`src/rtl/tfb_pkg.sv`:
```
// Shared constants, types and the CRC step function for the telemetry frame builder.
package tfb_pkg;

   // Channel count limits
   localparam int MAX_CHANNELS = 8;
   localparam int CHANNEL_COUNT_DEFAULT = 8;

   // Frame constants
   localparam logic [7:0] SYNC_HEAD = 8'h5A;
   localparam logic [7:0] FILL_BYTE = 8'hFF;
   localparam logic [7:0] SYNC_TAIL = 8'hA5;
   localparam logic [15:0] CRC_POLY = 16'h1021;
   localparam logic [7:0] MASK_RESET = 8'd27;

   // Byte counts of each frame section
   localparam int HEAD_BYTES = 5;
   localparam int CHAN_BYTES = 3;
   localparam int TAIL_BYTES = 4;
   localparam int IDX_W = 3;

   // Byte source select codes
   localparam int SEL_W = 4;
   localparam logic [SEL_W-1:0] SEL_SYNC_HEAD = 4'd0;
   localparam logic [SEL_W-1:0] SEL_LENGTH    = 4'd1;
   localparam logic [SEL_W-1:0] SEL_FILL      = 4'd2;
   localparam logic [SEL_W-1:0] SEL_CHAN      = 4'd3;
   localparam logic [SEL_W-1:0] SEL_VAL_HI    = 4'd4;
   localparam logic [SEL_W-1:0] SEL_VAL_LO    = 4'd5;
   localparam logic [SEL_W-1:0] SEL_CRC_HI    = 4'd6;
   localparam logic [SEL_W-1:0] SEL_CRC_LO    = 4'd7;
   localparam logic [SEL_W-1:0] SEL_SYNC_TAIL = 4'd8;

   // Commands from controller to datapath
   typedef struct packed {
      logic             start;
      logic             emit;
      logic             crc_en;
      logic             next_chan;
      logic             last;
      logic [SEL_W-1:0] sel;
   } cmd_type;

   // Status from datapath to controller
   typedef struct packed {
      logic out_free;
      logic pend_any;
      logic pend_more;
   } sts_type;

   // Fold one byte into a CRC-16/XMODEM remainder
   function automatic logic [15:0] crc_byte(input logic [15:0] crc, input logic [7:0] b);
      logic [15:0] c;
      c = crc ^ {b, 8'h00};
      for (int k = 0; k < 8; k++) begin
         if (c[15]) begin
            c = {c[14:0], 1'b0} ^ CRC_POLY;
         end else begin
            c = {c[14:0], 1'b0};
         end
      end
      return c;
   endfunction

endpackage

```
`src/rtl/tfb_if.sv`:
```
// Handshake channel interfaces for snapshot requests and frame byte responses.
interface tfb_req_if;
   logic        valid;
   logic        ready;
   logic [15:0] value_0;
   logic [15:0] value_1;
   logic [15:0] value_2;
   logic [15:0] value_3;
   logic [15:0] value_4;
   logic [15:0] value_5;
   logic [15:0] value_6;
   logic [15:0] value_7;

   modport source (output valid, value_0, value_1, value_2, value_3,
                   value_4, value_5, value_6, value_7, input ready);
   modport sink (input valid, value_0, value_1, value_2, value_3,
                 value_4, value_5, value_6, value_7, output ready);
endinterface

interface tfb_rsp_if;
   logic       valid;
   logic       ready;
   logic [7:0] tx_byte;
   logic       last_byte;

   modport source (output valid, tx_byte, last_byte, input ready);
   modport sink (input valid, tx_byte, last_byte, output ready);
endinterface

```
`src/rtl/telemetry_frame_builder_crc16.sv`:
```
// Top level: telemetry frame builder with CRC-16/XMODEM over the channel triplets.
// The sequencer enters its head state once the snapshot beat is taken, and the first frame
// byte is then loaded into the output register. A frame of 9 + 3*N bytes (N enabled
// channels) leaves from the output register at one byte per cycle while the receiver is
// ready; the next snapshot can be taken in the cycle after the last byte is loaded.
// Reset: enable mask returns to 0x1B, the sequencer goes idle and the output is empty.
module telemetry_frame_builder_crc16 #(
   parameter int CHANNEL_COUNT = tfb_pkg::CHANNEL_COUNT_DEFAULT
) (
   input  logic        clock,
   input  logic        reset,
   tfb_req_if.sink     req_bus,
   tfb_rsp_if.source   rsp_bus,
   input  logic        csr_wr_en,
   input  logic [7:0]  csr_wr_data
);

   tfb_pkg::cmd_type cmd;
   tfb_pkg::sts_type sts;
   logic [15:0]      all_vals [tfb_pkg::MAX_CHANNELS];
   logic [15:0]      vals [CHANNEL_COUNT];

   // Gather channel samples
   assign all_vals[0] = req_bus.value_0;
   assign all_vals[1] = req_bus.value_1;
   assign all_vals[2] = req_bus.value_2;
   assign all_vals[3] = req_bus.value_3;
   assign all_vals[4] = req_bus.value_4;
   assign all_vals[5] = req_bus.value_5;
   assign all_vals[6] = req_bus.value_6;
   assign all_vals[7] = req_bus.value_7;

   for (genvar g = 0; g < CHANNEL_COUNT; g++) begin : g_vals
      assign vals[g] = all_vals[g];
   end

   tfb_ctrl u_ctrl (
      .clock     (clock),
      .reset     (reset),
      .req_valid (req_bus.valid),
      .req_ready (req_bus.ready),
      .sts       (sts),
      .cmd       (cmd)
   );

   tfb_dpath #(
      .CHANNEL_COUNT (CHANNEL_COUNT)
   ) u_dpath (
      .clock         (clock),
      .reset         (reset),
      .values        (vals),
      .csr_wr_en     (csr_wr_en),
      .csr_wr_data   (csr_wr_data),
      .cmd           (cmd),
      .sts           (sts),
      .rsp_valid     (rsp_bus.valid),
      .rsp_ready     (rsp_bus.ready),
      .rsp_tx_byte   (rsp_bus.tx_byte),
      .rsp_last_byte (rsp_bus.last_byte)
   );

`ifndef SYNTHESIS
   // A byte is loaded only when the output register can take it
   a_emit_free: assert property (@(posedge clock) disable iff (reset)
      cmd.emit |-> sts.out_free)
      else $error("frame byte loaded over a waiting byte");

   // A new snapshot is never taken while a frame is being sent
   a_busy_after_start: assert property (@(posedge clock) disable iff (reset)
      cmd.start |=> !req_bus.ready)
      else $error("snapshot port ready during a frame");

   // Only emitted bytes enter the CRC
   a_crc_with_emit: assert property (@(posedge clock) disable iff (reset)
      cmd.crc_en |-> cmd.emit)
      else $error("CRC advanced without a byte");
`endif

endmodule

```
`src/rtl/tfb_ctrl.sv`:
```
// Frame sequencer: walks head, channel triplets and tail, one byte per beat.
module tfb_ctrl (
   input  logic              clock,
   input  logic              reset,
   input  logic              req_valid,
   output logic              req_ready,
   input  tfb_pkg::sts_type  sts,
   output tfb_pkg::cmd_type  cmd
);

   localparam logic [1:0] ST_IDLE = 2'd0;
   localparam logic [1:0] ST_HEAD = 2'd1;
   localparam logic [1:0] ST_CHAN = 2'd2;
   localparam logic [1:0] ST_TAIL = 2'd3;

   localparam logic [tfb_pkg::IDX_W-1:0] HEAD_END =
      tfb_pkg::IDX_W'(tfb_pkg::HEAD_BYTES - 1);
   localparam logic [tfb_pkg::IDX_W-1:0] CHAN_END =
      tfb_pkg::IDX_W'(tfb_pkg::CHAN_BYTES - 1);
   localparam logic [tfb_pkg::IDX_W-1:0] TAIL_END =
      tfb_pkg::IDX_W'(tfb_pkg::TAIL_BYTES - 1);

   logic [1:0]                state_ff, state_in;
   logic [tfb_pkg::IDX_W-1:0] idx_ff, idx_in;
   logic                      adv;

   // Next state and commands
   always_comb begin
      state_in  = state_ff;
      idx_in    = idx_ff;
      cmd       = '0;
      req_ready = 1'b0;
      adv       = sts.out_free;
      case (state_ff)
         ST_IDLE: begin
            req_ready = 1'b1;
            if (req_valid) begin
               cmd.start = 1'b1;
               state_in  = ST_HEAD;
               idx_in    = '0;
            end
         end
         ST_HEAD: begin
            cmd.emit = adv;
            if (idx_ff < tfb_pkg::IDX_W'(2)) begin
               cmd.sel = tfb_pkg::SEL_SYNC_HEAD;
            end else if (idx_ff == tfb_pkg::IDX_W'(2)) begin
               cmd.sel = tfb_pkg::SEL_LENGTH;
            end else begin
               cmd.sel = tfb_pkg::SEL_FILL;
            end
            if (adv) begin
               if (idx_ff == HEAD_END) begin
                  idx_in   = '0;
                  state_in = sts.pend_any ? ST_CHAN : ST_TAIL;
               end else begin
                  idx_in = idx_ff + 1'b1;
               end
            end
         end
         ST_CHAN: begin
            cmd.emit   = adv;
            cmd.crc_en = adv;
            if (idx_ff == '0) begin
               cmd.sel = tfb_pkg::SEL_CHAN;
            end else if (idx_ff == tfb_pkg::IDX_W'(1)) begin
               cmd.sel = tfb_pkg::SEL_VAL_HI;
            end else begin
               cmd.sel = tfb_pkg::SEL_VAL_LO;
            end
            if (adv) begin
               if (idx_ff == CHAN_END) begin
                  cmd.next_chan = 1'b1;
                  idx_in        = '0;
                  state_in      = sts.pend_more ? ST_CHAN : ST_TAIL;
               end else begin
                  idx_in = idx_ff + 1'b1;
               end
            end
         end
         ST_TAIL: begin
            cmd.emit = adv;
            if (idx_ff == '0) begin
               cmd.sel = tfb_pkg::SEL_CRC_HI;
            end else if (idx_ff == tfb_pkg::IDX_W'(1)) begin
               cmd.sel = tfb_pkg::SEL_CRC_LO;
            end else begin
               cmd.sel = tfb_pkg::SEL_SYNC_TAIL;
            end
            cmd.last = (idx_ff == TAIL_END);
            if (adv) begin
               if (idx_ff == TAIL_END) begin
                  idx_in   = '0;
                  state_in = ST_IDLE;
               end else begin
                  idx_in = idx_ff + 1'b1;
               end
            end
         end
         default: begin
            state_in = ST_IDLE;
            idx_in   = '0;
         end
      endcase
   end

   // Hold state
   always_ff @(posedge clock) begin
      if (reset) begin
         state_ff <= ST_IDLE;
         idx_ff   <= '0;
      end else begin
         state_ff <= state_in;
         idx_ff   <= idx_in;
      end
   end

endmodule

```
`src/rtl/tfb_dpath.sv`:
```
// Snapshot store, enable mask, CRC accumulator and output byte register.
module tfb_dpath #(
   parameter int CHANNEL_COUNT = tfb_pkg::CHANNEL_COUNT_DEFAULT
) (
   input  logic             clock,
   input  logic             reset,
   input  logic [15:0]      values [CHANNEL_COUNT],
   input  logic             csr_wr_en,
   input  logic [7:0]       csr_wr_data,
   input  tfb_pkg::cmd_type cmd,
   output tfb_pkg::sts_type sts,
   output logic             rsp_valid,
   input  logic             rsp_ready,
   output logic [7:0]       rsp_tx_byte,
   output logic             rsp_last_byte
);

   localparam int CH_W  = (CHANNEL_COUNT > 1) ? $clog2(CHANNEL_COUNT) : 1;
   localparam int LEN_W = $clog2(CHANNEL_COUNT + 1);

   logic [7:0]               mask_ff, mask_in;
   logic [15:0]              snap_ff [CHANNEL_COUNT];
   logic [CHANNEL_COUNT-1:0] remain_ff, remain_in;
   logic [LEN_W-1:0]         length_ff, length_in;
   logic [15:0]              crc_ff, crc_in;
   logic                     valid_ff, valid_in;
   logic [7:0]               byte_ff, byte_in;
   logic                     last_ff, last_in;
   logic [CH_W-1:0]          chan_idx;
   logic [15:0]              chan_val;
   logic [7:0]               sel_byte;

   // Find the lowest channel still pending
   always_comb begin
      chan_idx = '0;
      for (int k = CHANNEL_COUNT - 1; k >= 0; k--) begin
         if (remain_ff[k]) begin
            chan_idx = CH_W'(k);
         end
      end
   end

   assign chan_val = snap_ff[chan_idx];

   // Pick the frame byte
   always_comb begin
      case (cmd.sel)
         tfb_pkg::SEL_SYNC_HEAD: sel_byte = tfb_pkg::SYNC_HEAD;
         tfb_pkg::SEL_LENGTH:    sel_byte = 8'(length_ff);
         tfb_pkg::SEL_FILL:      sel_byte = tfb_pkg::FILL_BYTE;
         tfb_pkg::SEL_CHAN:      sel_byte = 8'(chan_idx);
         tfb_pkg::SEL_VAL_HI:    sel_byte = chan_val[15:8];
         tfb_pkg::SEL_VAL_LO:    sel_byte = chan_val[7:0];
         tfb_pkg::SEL_CRC_HI:    sel_byte = crc_ff[15:8];
         tfb_pkg::SEL_CRC_LO:    sel_byte = crc_ff[7:0];
         tfb_pkg::SEL_SYNC_TAIL: sel_byte = tfb_pkg::SYNC_TAIL;
         default:                sel_byte = tfb_pkg::FILL_BYTE;
      endcase
   end

   // Next values
   always_comb begin
      mask_in   = csr_wr_en ? csr_wr_data : mask_ff;
      remain_in = remain_ff;
      length_in = length_ff;
      crc_in    = crc_ff;
      if (cmd.start) begin
         remain_in = mask_ff[CHANNEL_COUNT-1:0];
         length_in = LEN_W'($countones(mask_ff[CHANNEL_COUNT-1:0]));
         crc_in    = '0;
      end else begin
         if (cmd.next_chan) begin
            remain_in = remain_ff & (remain_ff - 1'b1);
         end
         if (cmd.crc_en) begin
            crc_in = tfb_pkg::crc_byte(crc_ff, sel_byte);
         end
      end
      valid_in = valid_ff;
      byte_in  = byte_ff;
      last_in  = last_ff;
      if (cmd.emit) begin
         valid_in = 1'b1;
         byte_in  = sel_byte;
         last_in  = cmd.last;
      end else if (rsp_ready) begin
         valid_in = 1'b0;
      end
   end

   // Control registers
   always_ff @(posedge clock) begin
      if (reset) begin
         mask_ff   <= tfb_pkg::MASK_RESET;
         remain_ff <= '0;
         valid_ff  <= 1'b0;
      end else begin
         mask_ff   <= mask_in;
         remain_ff <= remain_in;
         valid_ff  <= valid_in;
      end
   end

   // Payload registers
   always_ff @(posedge clock) begin
      length_ff <= length_in;
      crc_ff    <= crc_in;
      byte_ff   <= byte_in;
      last_ff   <= last_in;
      if (cmd.start) begin
         snap_ff <= values;
      end
   end

   assign sts.out_free  = !valid_ff || rsp_ready;
   assign sts.pend_any  = |remain_ff;
   assign sts.pend_more = |(remain_ff & (remain_ff - 1'b1));

   assign rsp_valid     = valid_ff;
   assign rsp_tx_byte   = byte_ff;
   assign rsp_last_byte = last_ff;

endmodule

```
`src/flat_wrapper.sv`:
```
// flat-port wrapper written by rule: the top's interface ports become plain ports
module telemetry_frame_builder_crc16_flat 
#(
   parameter int CHANNEL_COUNT = tfb_pkg::CHANNEL_COUNT_DEFAULT
)
  (clock, reset, csr_wr_en, csr_wr_data, req_bus_valid, req_bus_value_0, req_bus_value_1, req_bus_value_2, req_bus_value_3, req_bus_value_4, req_bus_value_5, req_bus_value_6, req_bus_value_7, req_bus_ready, rsp_bus_valid, rsp_bus_tx_byte, rsp_bus_last_byte, rsp_bus_ready);
  tfb_req_if req_bus_i ();
  tfb_rsp_if rsp_bus_i ();
  input  logic clock;
  input  logic reset;
  input  logic csr_wr_en;
  input  logic [7:0] csr_wr_data;
  input wire logic [$bits(req_bus_i.valid)-1:0] req_bus_valid;
  input wire logic [$bits(req_bus_i.value_0)-1:0] req_bus_value_0;
  input wire logic [$bits(req_bus_i.value_1)-1:0] req_bus_value_1;
  input wire logic [$bits(req_bus_i.value_2)-1:0] req_bus_value_2;
  input wire logic [$bits(req_bus_i.value_3)-1:0] req_bus_value_3;
  input wire logic [$bits(req_bus_i.value_4)-1:0] req_bus_value_4;
  input wire logic [$bits(req_bus_i.value_5)-1:0] req_bus_value_5;
  input wire logic [$bits(req_bus_i.value_6)-1:0] req_bus_value_6;
  input wire logic [$bits(req_bus_i.value_7)-1:0] req_bus_value_7;
  output wire logic [$bits(req_bus_i.ready)-1:0] req_bus_ready;
  output wire logic [$bits(rsp_bus_i.valid)-1:0] rsp_bus_valid;
  output wire logic [$bits(rsp_bus_i.tx_byte)-1:0] rsp_bus_tx_byte;
  output wire logic [$bits(rsp_bus_i.last_byte)-1:0] rsp_bus_last_byte;
  input wire logic [$bits(rsp_bus_i.ready)-1:0] rsp_bus_ready;
  assign req_bus_i.valid = req_bus_valid;
  assign req_bus_i.value_0 = req_bus_value_0;
  assign req_bus_i.value_1 = req_bus_value_1;
  assign req_bus_i.value_2 = req_bus_value_2;
  assign req_bus_i.value_3 = req_bus_value_3;
  assign req_bus_i.value_4 = req_bus_value_4;
  assign req_bus_i.value_5 = req_bus_value_5;
  assign req_bus_i.value_6 = req_bus_value_6;
  assign req_bus_i.value_7 = req_bus_value_7;
  assign req_bus_ready = req_bus_i.ready;
  assign rsp_bus_valid = rsp_bus_i.valid;
  assign rsp_bus_tx_byte = rsp_bus_i.tx_byte;
  assign rsp_bus_last_byte = rsp_bus_i.last_byte;
  assign rsp_bus_i.ready = rsp_bus_ready;
  telemetry_frame_builder_crc16 #(.CHANNEL_COUNT(CHANNEL_COUNT)) u_core (.clock(clock), .reset(reset), .req_bus(req_bus_i), .rsp_bus(rsp_bus_i), .csr_wr_en(csr_wr_en), .csr_wr_data(csr_wr_data));
endmodule
```
`config.mk`:
```
export PLATFORM = sky130hd
export DESIGN_NAME = telemetry_frame_builder_crc16_flat
export DESIGN_NICKNAME = d
export VERILOG_FILES = /design/src/rtl/tfb_pkg.sv /design/src/rtl/tfb_if.sv /design/src/rtl/telemetry_frame_builder_crc16.sv /design/src/rtl/tfb_ctrl.sv /design/src/rtl/tfb_dpath.sv /design/src/flat_wrapper.sv
export SDC_FILE = /design/constraint.sdc
export NUM_CORES = 1
export LEC_CHECK = 0
export BUFFER_PORTS_ARGS = -buffer_cell sky130_fd_sc_hd__buf_4
export CELL_PAD_IN_SITES_DETAIL_PLACEMENT = 2
export CELL_PAD_IN_SITES_GLOBAL_PLACEMENT = 2
export CORE_MARGIN = 2
export CORE_UTILIZATION = 37
export DETAILED_ROUTE_END_ITERATION = 8
export GPL_TIMING_DRIVEN = 1
export PLACE_DENSITY = 0.86
export SYNTH_ARGS = -nofsm -noshare
export SYNTH_HDL_FRONTEND = slang
export SYNTH_SLANG_ARGS = --single-unit
```
`constraint.sdc`:
```
create_clock -name clock -period 6.9 [get_ports clock]
set_clock_uncertainty 0.2 [all_clocks]
set_input_delay 1.38 -clock clock [delete_from_list [all_inputs] [get_ports clock]]
set_output_delay 1.38 -clock clock [all_outputs]
set_load 0.02 [all_outputs]
```
==> summary.md <==
| Metric | Value |
|---|---|
| Outcome | `finished clean` |
| DR DRC count | `0` |
| CTS max path bufs | `2` |
| Synth top area cells | `edfxtp_1 51%, dfxtp_1 9.2%, mux2i_1 3.6%` |
| CP delay by family, top | `simple AND/OR/NAND/NOR gates` |
| Drt initial violations | `between 500 and 600` |
| Clk pin slew, worst setup/hold paths | `around 0.080 ns` |
| Synth Register Bits | `around 180` |
| Final WL | `slightly below 30,000 um` |
| Slew @ Worst Pin | `between 1 and 1.5 ns` |
| Buf/Inv on CP | `1` |
| CP max FO | `13` |
| Met3 usage | `4.679%` |
| Share of layout cells above drive strength 1 | `approximately 25%` |
| CP max-delay cell | `nor4_1` |
| Busiest layer in global routing | `met2` |
| Global Route Usage Sum | `about a quarter` |
| Hold-fix buffers, CTS | `0` |
| Leak | `just under 0.004 uW` |
| Number of setup buffers added after CTS | `0` |
| Most frequent cell after synthesis | `edfxtp_1` |
| Unrepaired setup endpoints after global routing | `no` |
| Setup_tns | `0 ns` |
| Worst-path cell chain | `inv_1 > ha_1 > o31ai_2 > nand3b_1 > or2_1 > or2_0 > nor4_1 > a311oi_2 > xnor2_1 > xnor3_1 > and3_1 > nor3_1` |
| Critical Path Max Stage Delay | `approximately 0.54 ns` |
| Core ar. | `between 20,000 and 25,000 um^2` |
| Global-route wire length before repair | `between 40,000 and 50,000 um` |
| R2R Path Start | `u_core.u_ctrl.idx_ff[1]$_SDFFE_PP0P_` |
| Root buf cell | `clkbuf_16` |
| DPL Wire Length | `~21,000 um` |
| VDD IR max | `around 0.17 mV` |
| Routed Antenna Nets | `0` |
| Mean routed wirelength per cell | `26.66 um` |
| ANT cells | `0` |
| Hold Path Class | `register to register` |
| Initial antenna violation count | `0` |
| Setup crit end | `u_core.u_dpath.crc_ff[5]$_SDFFE_PP0P_` |
| Post-cts repair resize count | `0` |
| Vias post-DR | `6,529` |
| Reg2reg end | `u_core.u_dpath.crc_ff[5]$_SDFFE_PP0P_` |
| Area leader, netlist | `edfxtp_1` |
| Top_reg_cell synth | `edfxtp_1` |
| Fin. max-slew vios | `0` |
| Largest net degree at the start of global routing | `~110` |
| CP arrival | `just under 5 ns` |
| Drt via density | `between 5 and 6` |
| Post-synthesis sequential area ratio | `60.11%` |
| Slew headroom | `approximately a quarter` |
| CTS tree | `built` |
| Critical path launch point | `u_core.u_ctrl.idx_ff[1]$_SDFFE_PP0P_` |
| Die Area | `23,670 um^2` |
| Ports | `~150` |
| Flop2flop setup slack | `around 2.2 ns` |
| Fin crit period | `4.739 ns` |
| Nets | `slightly below 1,000` |
| Skew-Pair Late Insertion Delay | `about 0.45 ns` |
| P&R area growth vs syn | `23.88%` |
| Most frequent cells after synthesis | `141 x edfxtp_1, 60 x nand2_1, 40 x nor2_1` |
| Pwr/cell area | `415.8 nW/um^2` |
| Yosys warns | `0` |
| GPL Wtd Cong | `roughly 0.87` |
| Routing usage on met1 | `30.96%` |
| Gate Count Post-Synth | `~700` |
| Avg Inst Size Synth | `around 12 um^2` |
| CTS Buf Count | `17` |
| Die width | `approximately 150 um` |
| Critical path depth | `12` |
| EDFF count, synth | `between 100 and 150` |
| Required time worst endpoint | `7.06 ns` |
| H-tree Lvls | `4` |
| Effective utilization at floorplan | `37.84%` |
| Global routing usage on met2 | `44.98%` |
| Grt total ovfl | `0` |
| Critical path endpoint category | `register` |
| Post-Syn Nets | `approximately 840` |
| Fillcell total | `approximately 2,100` |
| Critical Setup Path Class | `register to register` |
| Max-cap violations | `0` |
| Final period util | `just under 70%` |
| Num rows | `between 50 and 60` |
| Cell Area, Synth | `about 8300 um^2` |
| R2R depth | `12` |
| Post-route insts no fill | `1,118` |
| Chip height | `between 150 and 200 um` |
| Clock Sink Count | `roughly 180` |
| Utilization after layout | `46.88%` |
| Top-area cell type share of the netlist area | `between 50 and 60%` |
| Inst Count DP | `about 1,100` |
| DR pass1 iterations | `5` |
| Worst slack at placement | `approximately 2.4 ns` |
| Final WS setup | `about 2.2 ns` |
| Final setup fails | `0` |
| Port bufs | `between 150 and 200` |
| Highest clock rate | `around 0.21 GHz` |
| Endpoints failing hold | `0` |
| Synth async-reset ratio | `0%` |
| Startpoint Class | `register` |
| Distinct cells, synth | `75` |
| Vias in the first global route | `around 7,300` |
[metal layers]
layer / up-vias / part of all wire, %
li1: 2862 / -
met1: 3334 / 40
met2: 268 / 51
met3: 65 / 5.2
met4: 0 / 3.4
met5: - / 0
[cell type report]
class	count	area, um^2	share of cell area (%)
inverters	30	117.6	1.143
well taps	280	350.3	3.403
clock inverters	15	200.2	1.945
flip-flops and latches	179	4995	48.52
clock buffers	17	425.4	4.133
multi-input cells	436	2997	29.11
repair buffers	161	1209	11.74
[kinds of logic after synthesis]
kind of cell	count (synthesis)	synth area share [%]
compound gates	165	14.23
xor+xnor	24	3.117
fa+ha+maj	17	2.921
buf+inv	70	3.825
flops	179	60.11
mux	33	4.156
simple gates	197	11.64
[state kept, by name (all words and copies together), names as in the netlist, 2 cells and up]
name and count:
u_core.u_dpath.rsp_tx_byte 8, u_core.u_dpath.remain_ff 8, u_core.u_dpath.snap_ff 128, u_core.u_dpath.crc_ff 16, u_core.u_dpath.mask_ff 8, u_core.u_dpath.length_ff 4
u_core.u_ctrl.state_ff 2, u_core.u_ctrl.idx_ff 3
[worst reg2reg max path: stages, from the launching register on]
cell      delay (ns)
dfxtp_1         0.52
inv_1           0.15
ha_1            0.28
o31ai_2         0.28
nand3b_1        0.47
or2_1           0.45
or2_0           0.41
nor4_1          0.54
a311oi_2        0.11
xnor2_1         0.45
xnor3_1         0.38
and3_1          0.24
nor3_1          0.18
[per-stage QoR]
step	hold WS, ns	area (um^2)	total power (uW)
floorplan	0.2319	8309	2651
global placement	0.2607	9668	3092
detailed placement	0.2626	9668	3205
CTS	0.2924	10290	4270
global route	0.3304	10290	4453
finish	0.3021	10290	4280
[power breakdown]
| part | total (uW) | switching, uW | internal (uW) |
|---|---|---|---|
| combinational | 1570 | 1050 | 516 |
| clock | 1040 | 511 | 530 |
| sequential | 1670 | 166 | 1500 |
[cell usage in the layout, fill, tap and decap left out, drive strengths merged, types with 10 or more instances in the layout]
cell type    n
a31oi       10
nor2        42
nand2       60
nor3        15
o211ai      13
nand3       19
xnor2       15
inv         38
mux2i       30
buf        161
and3        19
a21oi       40
ha          13
o21ai       24
dfxtp       38
clkbuf      17
a211oi      18
edfxtp     141
[how the worst min path moves through the flow]
stage	startpoint	end	cells after the start
final	u_core.u_dpath.mask_ff[4]$_SDFFE_PP1P_	u_core.u_dpath.remain_ff[4]$_SDFFE_PP0P_	2
after global routing	u_core.u_dpath.mask_ff[4]$_SDFFE_PP1P_	u_core.u_dpath.remain_ff[4]$_SDFFE_PP0P_	2
after CTS	u_core.u_dpath.mask_ff[4]$_SDFFE_PP1P_	u_core.u_dpath.remain_ff[4]$_SDFFE_PP0P_	2
after detailed placement	u_core.u_dpath.mask_ff[4]$_SDFFE_PP1P_	u_core.u_dpath.remain_ff[4]$_SDFFE_PP0P_	2
after global placement	u_core.u_dpath.mask_ff[4]$_SDFFE_PP1P_	u_core.u_dpath.remain_ff[4]$_SDFFE_PP0P_	2
after floorplan	u_core.u_dpath.mask_ff[4]$_SDFFE_PP1P_	u_core.u_dpath.remain_ff[4]$_SDFFE_PP0P_	2
(Power assumes the default switching activity.)
